===== src/scfb_pkg.sv =====
// Shared types, constants and helpers for the size class free block cache.
// Used by every module under src; depends on nothing.
`default_nettype none

package scfb_pkg;

  // Geometry of the cache
  localparam int NUM_CLASSES = 9;
  localparam int STACK_DEPTH = 128;
  localparam int ADDR_WIDTH  = 32;

  localparam int CLS_W     = (NUM_CLASSES > 1) ? $clog2(NUM_CLASSES) : 1;
  localparam int FILL_W    = $clog2(STACK_DEPTH + 1);
  localparam int PTR_W     = (STACK_DEPTH > 1) ? $clog2(STACK_DEPTH) : 1;
  localparam int MEM_DEPTH = NUM_CLASSES * STACK_DEPTH;
  localparam int MEM_AW    = (MEM_DEPTH > 1) ? $clog2(MEM_DEPTH) : 1;
  localparam int CMP_W     = (FILL_W > 8) ? FILL_W : 8;

  // Command queue between front and back
  localparam int CMD_DEPTH = 2;
  localparam int CMD_PTR_W = $clog2(CMD_DEPTH);
  localparam int CMD_CNT_W = $clog2(CMD_DEPTH + 1);

  // Configuration register
  localparam logic [7:0] MAX_HELD_RESET = 8'd100;
  localparam logic       REG_MAX_HELD   = 1'b0;

  // Class encodings for big blocks
  localparam logic [5:0] SIZE_CLASS_BIG    = 6'h3F;
  localparam logic [4:0] RELEASE_CLASS_BIG = 5'h1F;

  typedef enum logic [2:0] {
    ST_HIT       = 3'd0,
    ST_MISS      = 3'd1,
    ST_BIG       = 3'd2,
    ST_ZERO      = 3'd3,
    ST_CACHED    = 3'd4,
    ST_MUST_FREE = 3'd5,
    ST_INVALID   = 3'd6,
    ST_NULL      = 3'd7
  } status_e;

  typedef enum logic [1:0] {
    OP_DONE = 2'd0,
    OP_POP  = 2'd1,
    OP_PUSH = 2'd2
  } op_e;

  typedef enum logic {
    BK_IDLE = 1'b0,
    BK_READ = 1'b1
  } back_state_e;

  // Classified command handed from the front to the back
  typedef struct packed {
    op_e                   op;
    status_e               status;
    logic [CLS_W-1:0]      cls;
    logic [ADDR_WIDTH-1:0] addr;
    logic [5:0]            size_class;
    logic [31:0]           bytes;
  } cmd_t;

  // Index of the highest set bit, 0 for values of 0 or 1
  function automatic logic [4:0] top_bit(input logic [31:0] v);
    logic [4:0] r;
    r = 5'd0;
    for (int i = 0; i < 32; i++) begin
      if (v[i]) begin
        r = i[4:0];
      end
    end
    return r;
  endfunction

endpackage

`default_nettype wire


===== src/scfb_front.sv =====
// Front end: classifies each incoming item into a command for the back end.
// Depends on scfb_pkg.
`default_nettype none

module scfb_front (
  input  wire logic         mode_i,
  input  wire logic [31:0]  request_size_i,
  input  wire logic [31:0]  block_address_i,
  input  wire logic [4:0]   block_class_i,
  output scfb_pkg::cmd_t    cmd_o
);
  import scfb_pkg::*;

  logic [4:0]            tb;
  logic [31:0]           size_m1;
  logic [ADDR_WIDTH-1:0] rel_addr;
  logic                  rel_valid_cls;

  assign size_m1       = request_size_i - 32'd1;
  assign tb            = top_bit(size_m1);
  assign rel_addr      = block_address_i[ADDR_WIDTH-1:0];
  assign rel_valid_cls = !block_class_i[4] && (int'(block_class_i[3:0]) < NUM_CLASSES);

  // Decode the item into a finished result or a stack operation
  always_comb begin
    cmd_o            = '0;
    cmd_o.op         = OP_DONE;
    cmd_o.status     = ST_ZERO;
    if (!mode_i) begin
      if (request_size_i == 32'd0) begin
        cmd_o.status = ST_ZERO;
      end else if (int'(tb) >= NUM_CLASSES) begin
        cmd_o.status     = ST_BIG;
        cmd_o.size_class = SIZE_CLASS_BIG;
        cmd_o.bytes      = request_size_i;
      end else begin
        cmd_o.op         = OP_POP;
        cmd_o.status     = ST_MISS;
        cmd_o.cls        = tb[CLS_W-1:0];
        cmd_o.size_class = {1'b0, tb};
        cmd_o.bytes      = 32'd2 << tb;
      end
    end else begin
      if (rel_addr == '0) begin
        cmd_o.status = ST_NULL;
      end else if (block_class_i == RELEASE_CLASS_BIG) begin
        cmd_o.status = ST_MUST_FREE;
      end else if (rel_valid_cls) begin
        cmd_o.op     = OP_PUSH;
        cmd_o.status = ST_CACHED;
        cmd_o.cls    = block_class_i[CLS_W-1:0];
        cmd_o.addr   = rel_addr;
      end else begin
        cmd_o.status = ST_INVALID;
      end
    end
  end

endmodule

`default_nettype wire


===== config.mk =====
export PLATFORM = sky130hd
export DESIGN_NAME = scfb_front
export DESIGN_NICKNAME = d
export VERILOG_FILES = /design/src/scfb_pkg.sv /design/src/scfb_front.sv
export SDC_FILE = /design/constraint.sdc
export NUM_CORES = 1
export LEC_CHECK = 0
export BUFFER_PORTS_ARGS = -buffer_cell sky130_fd_sc_hd__buf_2
export CAP_MARGIN = 20
export CORE_MARGIN = 3
export CORE_UTILIZATION = 47
export DETAILED_ROUTE_END_ITERATION = 7
export GPL_TIMING_DRIVEN = 0
export PLACE_DENSITY_LB_ADDON = 0.3
export SLEW_MARGIN = 15
export SYNTH_ARGS = -nofsm -noshare
export SYNTH_HDL_FRONTEND = slang
export SYNTH_SLANG_ARGS = --single-unit

===== constraint.sdc =====
create_clock -name vclk -period 4.5
set_input_delay 0.225 -clock vclk [all_inputs]
set_output_delay 0.225 -clock vclk [all_outputs]
set_load 0.02 [all_outputs]

## After elaboration in Yosys (flattened, before gate mapping)

Cells that the tools add are included.

- Register bits: 0
- Latch bits: 0
- Memory bits (writable): 0
- ROM bits: 0
- Input port bits: 70
- Output and inout bits: 79
- Logic and storage cells: 60
- Memories kept: 0

- Add/subtract/negate cells: 1
- Multipliers: 0
- Divide/modulo/power cells: 0
- $lt $le $gt $ge: 2
- Equal/unequal tests: 1
- Shifts and indexed selects: 1
- Multiplexer cells: 51
- Bitwise gates (word level): 0
- Reductions and logical operators: 4

Operators with widths:

| cell | number |
|---|---|
| two-way mux 5 bit | 30 |
| two-way mux 38 bit | 3 |
| two-way mux 36 bit | 3 |
| logical NOT 32 bit | 2 |
| two-way mux 32 bit | 1 |
| << shifter 2 x 5 -> 32 bit, first input constant | 1 |
| subtractor 32 x 1 -> 32 bit, second input constant | 1 |
| two-way mux 2 bit | 8 |
| two-way mux 9 bit | 1 |
| two-way mux 4 bit | 2 |
| == test 5 bit, second input constant | 1 |
| greater-or-equal comparator 5 x 4 -> 1 bit, second input constant | 1 |
| less-than comparator 4 bit, second input constant | 1 |
| two-way mux 1 bit | 3 |
| logical AND 1 bit | 1 |
| logical NOT 1 bit | 1 |

## Logic depth before layout (Yosys ltp)

- Word-level depth: 36
- Depth in mapped cells: 15

## Worst setup path after synthesis

OpenSTA, ideal clock, no wires.

- Kind: in2out
- Start: input port request_size_i[13]
- End: output port cmd_o[72] (netlist bit)
- Data arrival time: 3.476 ns
- Required time: 4.275 ns
- Slack: 0.799 ns
- Stages on the path: 11
- Path buffers: 2
- Path through: buf_2 or4_4 or4_1 buf_2 or4_1 a21oi_1 o21ai_1 or3_4 o21ai_2 a21boi_1 o31ai_1

RTL lines:

| item | RTL line | text |
|---|---|---|
| from (decl) | scfb_front.sv:7 | `input wire logic [31:0] request_size_i,` |
| to (decl) | scfb_front.sv:10 | `output scfb_pkg::cmd_t cmd_o` |

==> flow_summary.json <==
{
  "fin_util": 0.6497,
  "die_h_um": 79.53,
  "synth_top_area_frac": 0.1403,
  "start_util": 0.4913,
  "yosys-top-cells-area": "and2_1 14%, nor2_1 4.9%, nor4_1 4.4%",
  "die_area_um2": 6325,
  "crit_path_frequent_cell": "buf_2",
  "grt-ovfl-total": 0,
  "synthToLayoutAreaGrowth_pct": 32.25,
  "nets": 608,
  "status": "finished clean",
  "grt_pass1_vias": 3210,
  "crit_type": "input port to output port",
  "detail_route.vias_per_cell": 6.172,
  "rsz0062_at_grt": "no",
  "crit_chain": "buf_2, clkbuf_1, inv_1, ha_1, or4b_2, clkbuf_1, nor4_1, xnor2_1, nand2b_1, a2111o_1, a31oi_4, nor2_1, a21boi_2, buf_2, a22o_1, buf_2",
  "port_buffers": 136,
  "layout-drive-gt1-share": 0.3234,
  "die_x_um": 79.53,
  "ant_nets": 0,
  "fmax_mhz": 234.3,
  "synthesis.area_um2": 2541,
  "ys.warnings.count": 0,
  "fin_crit_sh": 0.9484,
  "drt_iter0_markers": 482,
  "critPathLaunchType": "input port",
  "multi_input_area_um2": 2362,
  "period_minus_slack_ps": 4268,
  "setup.worst_path.end_class": "output port",
  "core_area_um2": 5172,
  "p_leak_nw": 1.388,
  "n_antenna_cell": 0,
  "place_hpwl_um": 7945,
  "hold_violations": 0,
  "placedInstanceArea_um2": 3309,
  "n_fill_cell": 495,
  "worstPathArrival_ps": 4040,
  "syn-num-nets": 470,
  "routed-via-count": 3734,
  "finalMaxSlewViolations": 0,
  "place_congestion": 0.9480,
  "synth_cell_types": 76,
  "antenna_found_initial": 0,
  "finalSetupViolCount": 0,
  "synth_top_area_cell": "and2_1",
  "grt_max_degree": 11,
  "required_ps": 4280,
  "cp_slowest_stage_delay_ps": 580,
  "flops_and_latches": 0,
  "slew_headroom": 0.4695,
  "critPathSlowestCell": "or4b_2",
  "power_density_nw_per_um2": 79.48,
  "grt_use_total": 0.2883,
  "placementRows": 26,
  "tightest_slew_ps": 788.5,
  "wl_um": 9914,
  "io_pins": 149,
  "crit_fanout": 10,
  "power_w": 0.0002671,
  "worst_hold_path_type": "input port to output port",
  "post_drt_wl_per_cell_um": 16.39,
  "regArea_um2": 0,
  "seq_area_frac_synth": 0,
  "final_area_um2": 3361,
  "peakVddDrop_v": 0.00004105,
  "syn_inst": 399,
  "nClkBuffers": 0,
  "setup-tns-final_ps": 0,
  "drc_errors": 0,
  "drtPass1Iterations": 5,
  "synth.avg_cell_area_um2": 6.369,
  "grt_pass1_wl_um": 15300,
  "cap_violations": 0,
  "cts_hold_buf": 0
}
## Yosys cell counts (all sizes together) (6+ instances only)
cell    number
nand3b       6
clkbuf      28
o31ai        7
and2        57
nand2       13
a31oi       13
a22o         7
nor2b        6
xnor2        7
nor2        33
nand3       11
a21oi       10
a211oi       9
nor3        19
nand2b      10
inv         14
or3          6
buf         11
nand4       15
o21ai       15
nor4        20
## cell usage in the layout, fill, tap and decap left out, drive strengths merged, types with 11 or more instances in the layout
| cell type | count |
|---|---|
| a31oi | 13 |
| inv | 14 |
| clkbuf | 28 |
| nor3 | 19 |
| nand4 | 15 |
| nor2 | 33 |
| o21ai | 15 |
| nor4 | 20 |
| nand2 | 13 |
| and2 | 57 |
| nand3 | 11 |
| buf | 147 |
## power by group
| group | internal, W | switching [W] | total (W) | leakage (nW) |
|---|---|---|---|---|
| clock network | 0 | 0 | 0 | 0 |
| registers | 0 | 0 | 0 | 0 |
| logic | 0.0000996 | 0.000168 | 0.000267 | 1.39 |
## logic make-up after synthesis
group | Yosys count | share of synthesized area
compound gates | 115 | 0.3540
xor+xnor | 10 | 0.03447
fa+ha+maj | 1 | 0.004923
buf+inv | 53 | 0.09059
mux | 2 | 0.008370
simple gates | 218 | 0.5076
## per-layer routing
| metal | wire [µm] | part of all wire | GRT usage | vias to the layer above |
|---|---|---|---|---|
| met5 | 0 | 0 | 0 | - |
| met4 | 246 | 0.025 | 0.06357 | 0 |
| met3 | 850 | 0.086 | 0.02822 | 28 |
| met2 | 4355 | 0.44 | 0.4491 | 218 |
| met1 | 4462 | 0.45 | 0.4228 | 1686 |
| li1 | - | - | - | 1802 |
## layout make-up
type               instances  share of cell area
well taps                 70             0.02606
multi-input cells        346              0.7029
plain buffers             39             0.05287
inverters                 14             0.01564
repair buffers           136              0.2025
## critical path, delay by kind of cell
family                     cells  cell delay, ps
AOI/OAI and AO/OA              4            1130
xor gates and xnor gates       1             250
adders and majority gates      1             180
buffers and inverters          6            1070
and+or+nand+nor                4            1170
## worst paths after layout
path	from	endpoint	cells after the start
worst min-delay path	block_address_i[14]	cmd_o[52]	3
worst max-delay path	request_size_i[1]	cmd_o[6]	16
## through the flow
step | cells | setup slack (ps) | hold WS (ps)
global placement | 605 | -29.08 | 786.0
detailed placement | 605 | -130.9 | 786.6
floorplan | 399 | 799.4 | 562.6
finish | 605 | 232.2 | 784.4
global route | 605 | 49.84 | 802.8
CTS | 605 | 94.55 | 786.6
## timing repair
item / CTS / global route
setup buffers: 0 / 0
endpoints found under the setup margin: 30 / 36
gates resized for setup: 1 / 7
Note: power is estimated with default switching activity, not from simulation.
