## src/scfb_pkg.sv

```systemverilog
// Shared types, constants and helpers for the size class free block cache.
// Used by every module under src; depends on nothing.
`default_nettype none

package scfb_pkg;

  // Geometry of the cache
  localparam int NUM_CLASSES = 9;
  localparam int STACK_DEPTH = 128;
  localparam int ADDR_WIDTH  = 32;

  localparam int CLS_W     = (NUM_CLASSES > 1) ? $clog2(NUM_CLASSES) : 1;
  localparam int FILL_W    = $clog2(STACK_DEPTH + 1);
  localparam int PTR_W     = (STACK_DEPTH > 1) ? $clog2(STACK_DEPTH) : 1;
  localparam int MEM_DEPTH = NUM_CLASSES * STACK_DEPTH;
  localparam int MEM_AW    = (MEM_DEPTH > 1) ? $clog2(MEM_DEPTH) : 1;
  localparam int CMP_W     = (FILL_W > 8) ? FILL_W : 8;

  // Command queue between front and back
  localparam int CMD_DEPTH = 2;
  localparam int CMD_PTR_W = $clog2(CMD_DEPTH);
  localparam int CMD_CNT_W = $clog2(CMD_DEPTH + 1);

  // Configuration register
  localparam logic [7:0] MAX_HELD_RESET = 8'd100;
  localparam logic       REG_MAX_HELD   = 1'b0;

  // Class encodings for big blocks
  localparam logic [5:0] SIZE_CLASS_BIG    = 6'h3F;
  localparam logic [4:0] RELEASE_CLASS_BIG = 5'h1F;

  typedef enum logic [2:0] {
    ST_HIT       = 3'd0,
    ST_MISS      = 3'd1,
    ST_BIG       = 3'd2,
    ST_ZERO      = 3'd3,
    ST_CACHED    = 3'd4,
    ST_MUST_FREE = 3'd5,
    ST_INVALID   = 3'd6,
    ST_NULL      = 3'd7
  } status_e;

  typedef enum logic [1:0] {
    OP_DONE = 2'd0,
    OP_POP  = 2'd1,
    OP_PUSH = 2'd2
  } op_e;

  typedef enum logic {
    BK_IDLE = 1'b0,
    BK_READ = 1'b1
  } back_state_e;

  // Classified command handed from the front to the back
  typedef struct packed {
    op_e                   op;
    status_e               status;
    logic [CLS_W-1:0]      cls;
    logic [ADDR_WIDTH-1:0] addr;
    logic [5:0]            size_class;
    logic [31:0]           bytes;
  } cmd_t;

  // Index of the highest set bit, 0 for values of 0 or 1
  function automatic logic [4:0] top_bit(input logic [31:0] v);
    logic [4:0] r;
    r = 5'd0;
    for (int i = 0; i < 32; i++) begin
      if (v[i]) begin
        r = i[4:0];
      end
    end
    return r;
  endfunction

endpackage

`default_nettype wire

```

## src/scfb_cmd_fifo.sv

```systemverilog
// Short command queue that decouples the front end from the back end.
// Depends on scfb_pkg.
`default_nettype none

module scfb_cmd_fifo (
  input  wire logic         clk_i,
  input  wire logic         rst_ni,
  input  wire logic         push_i,
  input  wire scfb_pkg::cmd_t data_i,
  output logic              full_o,
  input  wire logic         pop_i,
  output scfb_pkg::cmd_t    data_o,
  output logic              empty_o
);
  import scfb_pkg::*;

  cmd_t                 entry_q [CMD_DEPTH];
  logic [CMD_PTR_W-1:0] wr_ptr_q, wr_ptr_d;
  logic [CMD_PTR_W-1:0] rd_ptr_q, rd_ptr_d;
  logic [CMD_CNT_W-1:0] count_q, count_d;
  logic                 do_wr, do_rd;

  assign full_o  = (count_q == CMD_CNT_W'(CMD_DEPTH));
  assign empty_o = (count_q == '0);
  assign data_o  = entry_q[rd_ptr_q];
  assign do_wr   = push_i && !full_o;
  assign do_rd   = pop_i && !empty_o;

  // Advance pointers and occupancy
  always_comb begin
    wr_ptr_d = do_wr ? wr_ptr_q + CMD_PTR_W'(1) : wr_ptr_q;
    rd_ptr_d = do_rd ? rd_ptr_q + CMD_PTR_W'(1) : rd_ptr_q;
    count_d  = count_q;
    if (do_wr && !do_rd) begin
      count_d = count_q + CMD_CNT_W'(1);
    end else if (do_rd && !do_wr) begin
      count_d = count_q - CMD_CNT_W'(1);
    end
  end

  always_ff @(posedge clk_i or negedge rst_ni) begin
    if (!rst_ni) begin
      wr_ptr_q <= '0;
      rd_ptr_q <= '0;
      count_q  <= '0;
    end else begin
      wr_ptr_q <= wr_ptr_d;
      rd_ptr_q <= rd_ptr_d;
      count_q  <= count_d;
    end
  end

  // Store the written entry
  always_ff @(posedge clk_i) begin
    if (do_wr) begin
      entry_q[wr_ptr_q] <= data_i;
    end
  end

endmodule

`default_nettype wire

```

## config.mk

```make
export PLATFORM = sky130hd
export DESIGN_NAME = scfb_cmd_fifo
export DESIGN_NICKNAME = d
export VERILOG_FILES = /design/src/scfb_pkg.sv /design/src/scfb_cmd_fifo.sv
export SDC_FILE = /design/constraint.sdc
export NUM_CORES = 1
export LEC_CHECK = 0
export BUFFER_PORTS_ARGS = -buffer_cell sky130_fd_sc_hd__buf_2
export CORE_ASPECT_RATIO = 1.25
export CORE_MARGIN = 10
export CORE_UTILIZATION = 52
export DETAILED_ROUTE_END_ITERATION = 8
export PLACE_DENSITY = 0.87
export SLEW_MARGIN = 20
export SYNTH_ARGS = -nofsm -noshare
export SYNTH_HDL_FRONTEND = slang
export SYNTH_SLANG_ARGS = --single-unit
```

## constraint.sdc

```tcl
create_clock -name clk_i -period 5.7 [get_ports clk_i]
set_input_delay 1.425 -clock clk_i [delete_from_list [all_inputs] [get_ports clk_i]]
set_output_delay 1.425 -clock clk_i [all_outputs]
set_load 0.05 [all_outputs]
```

---- Yosys cells after proc, flatten, opt, wreduce, memory -nomap -nowiden ----
Memory sizes are Yosys's and may differ from the RTL's.
Index checks and enable logic that the tools add are counted.
word-level totals
  register bits after elaboration ......... 4
  memory bits (writable) .................. 158
  input port bits ......................... 83
  output and inout port bits .............. 81
  logic and storage cells ................. 23
  memories kept ........................... 1
memory list
  memory   words  bits a word  rd ports  clocked after memory_dff  wr ports  RTL line             source
  entry_q  2      79           1         0                         1         scfb_cmd_fifo.sv:17  cmd_t entry_q [CMD_DEPTH];
operators by class
  add/sub/neg operators ................... 4
  equal/unequal tests ..................... 1
  mux-type cells .......................... 4
  reduce and logical (&&, ||, !) cells .... 10
operator list
  kind                 count
  $logic_and 1x1->1    4
  $logic_not 1->1      4
  $mux 2               2
  $add 1x1->1 const B  2
  $add 2x1->2 const B  1
  $eq 2x2->1 const B   1
  $logic_not 2->1      1
  $mux 1               2
  $reduce_bool 2->1    1
  $sub 2x1->2 const B  1

---- Depth between registers and ports, before layout ----
  depth after elaboration ................. 7
  mapped depth ............................ 7
  gate-level depth less buffers ........... 7

---- Worst setup path after synthesis ----
Ideal clock, no wire load.
  path kind ............................... input-to-reg
  start point ............................. input push_i
  end point ............................... memory entry_q[0][0] (netlist name) (enable)
  library setup time ...................... 0.517 ns
  data arrival time ....................... 4.809 ns
  required time ........................... 5.183 ns
  setup slack ............................. 0.374 ns
  stages on the path ...................... 2
  buffers on the path ..................... 0
  path through ............................ nand2_1 -> nor2_1
on the way
  word-level cells in the longest chain between the ends .. 3
ends and longest elaborated chain
  what                          RTL line             source
  from (decl)                   scfb_cmd_fifo.sv:8   input wire logic push_i,
  $logic_and 1x1->1             scfb_cmd_fifo.sv:26  assign do_wr = push_i && !full_o;
  $mux 1                        scfb_cmd_fifo.sv:55  if (do_wr) begin
  $mux 1 (implied by the code)  scfb_cmd_fifo.sv:56  entry_q[wr_ptr_q] <= data_i;
  to (decl)                     scfb_cmd_fifo.sv:17
Every way passes these cells.

==> flow_summary.toml <==
[run_status]
status = "completed"

[global_route]
grt_busiest_layer = "met2"
antenna_found_initial = 3
grt_pass1_wl_um = 17390
grt.met3_usage = 0.06114
grt_pass1_vias = 3250
grt_use_met2 = 0.2268
use_met1 = 0.1414
grt_max_degree = 80
grt.total_usage = 0.1317
globalRouteOverflowTotal = 0

[die]
rows = 44
die_y_um = 143.1
ios = 164
die_area_um2 = 16940
core-area_um2 = 11730
initial_core_util = 0.5371
die_width_um = 118.4

[layout]
n_antenna_cell = 0
multiInputGateArea_um2 = 1287
syn_to_final_growth_pct = 23.38
finish.net_count = 526
fillCellCount = 807
layout-drive-gt1-share = 0.6101
seq_area_um2 = 4848
layout.cells.non_filler = 615

[worst_setup_path]
endpoint_kind = "output port"
crit_path_max_incr_delay_ns = 0.69
crit_slowest_cell = "dfrtp_4"
startpoint_type = "register"
cp_cell_sequence = "buf_4 -> mux2_4 -> buf_2"
cp_max_fo = 32
crit_required_ns = 4.28
worst-setup-path-type = "register to output port"
rrSetupSlack_ns = 3.25
cp.arrival_ns = 2.26

[power]
p_per_area_nw_per_um2 = 627.8
peakVddDrop_v = 0.0005433
p_leak_nw = 3.151

[clock_network]
clock_path_buffers = 2
cts_sinks = 162
clk_pin_slew_ns = 0.06
clk-insertion-delay-late_ns = 0.40
h-tree-depth = 4
cts_tree = "done"
cts_resized = 0
numCtsBuffers = 17
cts-root-buf = "clkbuf_16"
cts_setup_buffers = 0
holdBufCountCts = 0

[synth]
syn_area_um2 = 6299
synth_top_cell_by_area = "edfxtp_1"
ys_seq_area_frac = 0.7692
synthTopCellsByArea = "edfxtp_1 (75%), mux2_4 (19%), buf_12 (2.5%)"
yosysUniqueCellTypes = 14
ys.warnings.count = 0
synth_nets = 349
netlist.area_leader.share = 0.7533
syn_inst = 265
syn_avg_cell_area_um2 = 23.77
synth_seq_cells = 162

[sta]
worst_pin_slew_ns = 0.7968
finalHoldViolations = 0
fin_worst_skew_ns = 0.01294
rsz0062_at_grt = "no"
slew_headroom = 0.4688
fin_crit_sh = 0.6459
setup_viol = 0
setup_tns_ns = 0
min_period_ns = 3.682
fmax_mhz = 271.6
maxSlewViolCount = 0

[drt]
route.detailed.drc = 0
wl_um = 11470
drt-initial-drc-count = 111
vias_per_cell = 4.870
drt_pass1_iterations = 4
vias = 2995
routedWlPerCell_um = 18.65
ant_nets = 0

[placed_design]
globalplace.congestion = 0.7050
io_buffers = 163
placed_cells_incl_taps = 583
dpl.hpwl_um = 8026

[hold_path]
min_path_type = "register to register"

[job]
maxCapViolations = 0
cell usage after synthesis:
cell / number
edfxtp_1: 158
xnor2_1: 3
buf_6: 1
inv_1: 2
dfrtp_1: 4
o21ai_0: 1
xor2_1: 2
nor2_1: 3
ha_1: 1
mux2_4: 79
nand2_1: 1
nand2b_1: 1
buf_12: 8
and3_1: 1
state kept, by name (all words and copies together), names as in the netlist:
name,flops
rd_ptr_q,1
entry_q,158
wr_ptr_q,1
count_q,2
through the flow:
stage                     hold slack, ns  power (mW)  setup WS [ns]  utilization  area [um2]
after floorplan                   0.4608       3.576         0.3742            -        6299
after global placement            0.4975       3.821          2.400       0.6126        7183
after detailed placement          0.5481       3.858          2.340       0.6126        7183
after CTS                         0.5586       4.937          1.985       0.6610        7751
after global routing              0.5649       5.068          1.919       0.6627        7771
final                             0.5584       4.879          2.018       0.6627        7771
where the power goes:
group,internal (mW),switching (mW)
Clock,0.642,0.426
Sequential,1.63,0.115
Combinational,0.658,1.40
Total,2.93,1.95
cells in the final DEF (no fill, tap or decap):
cell type / synthesis / final
and3_4: 0 / 1
buf_12: 8 / 1
buf_2: 0 / 163
buf_4: 0 / 3
bufinv_16: 0 / 2
clkbuf_1: 0 / 1
clkbuf_16: 0 / 17
clkinv_1: 0 / 2
clkinv_2: 0 / 1
clkinv_4: 0 / 4
clkinvlp_4: 0 / 3
dfrtp_1: 4 / 3
dfrtp_4: 0 / 1
edfxtp_1: 158 / 158
ha_1: 1 / 1
inv_1: 2 / 2
inv_6: 0 / 1
mux2_4: 79 / 79
nand2_1: 1 / 1
nand2b_1: 1 / 1
nor2_1: 3 / 2
nor2_4: 0 / 1
o21ai_0: 1 / 1
xnor2_1: 3 / 3
xor2_1: 2 / 2
cell families (layout without fill, tap and decap cells):
kind of cell    after synthesis  count (layout)  synth area share
flops                       162             162            0.7692
xor+xnor                      5               5          0.006954
fa+ha+maj                     1               1          0.001986
mux                          79              79            0.1883
simple gates                  6               6          0.004371
compound gates                1               1         0.0007938
buf+inv                      11             200           0.02841
critical path, delay by kind of cell (launching register included):
kind / cells / cell delay, ns
flip-flops: 1 / 0.69
multiplexers: 1 / 0.35
buffers and inverters: 2 / 0.78
worst paths after layout:
check	depth (start not counted)	startpoint	endpoint
max in group asynchronous	1	rst_ni	rd_ptr_q$_DFFE_PN0P_
hold / removal	1	count_q[1]$_DFFE_PN0P_	count_q[1]$_DFFE_PN0P_
setup / recovery	3	rd_ptr_q$_DFFE_PN0P_	data_o[25]
setup reg to reg	4	count_q[0]$_DFFE_PN0P_	entry_q[0][38]$_DFFE_PP_
min in group asynchronous	1	rst_ni	wr_ptr_q$_DFFE_PN0P_
hold reg to reg	1	count_q[1]$_DFFE_PN0P_	count_q[1]$_DFFE_PN0P_
final cells by class:
type | instances | area share
clock buffer | 18 | 0.05522
sequential | 162 | 0.6239
multi-input combinational | 92 | 0.1657
inverter | 2 | 0.0009660
tap | 161 | 0.02592
clock inverter | 13 | 0.01787
timing repair buffer | 167 | 0.1104
per-layer routing:
layer	vias up	wire length, um
met4	6	41
li1	1403	-
met1	1469	4577
met5	-	41
met2	109	5905
met3	8	904
(Power assumes the default switching activity.)
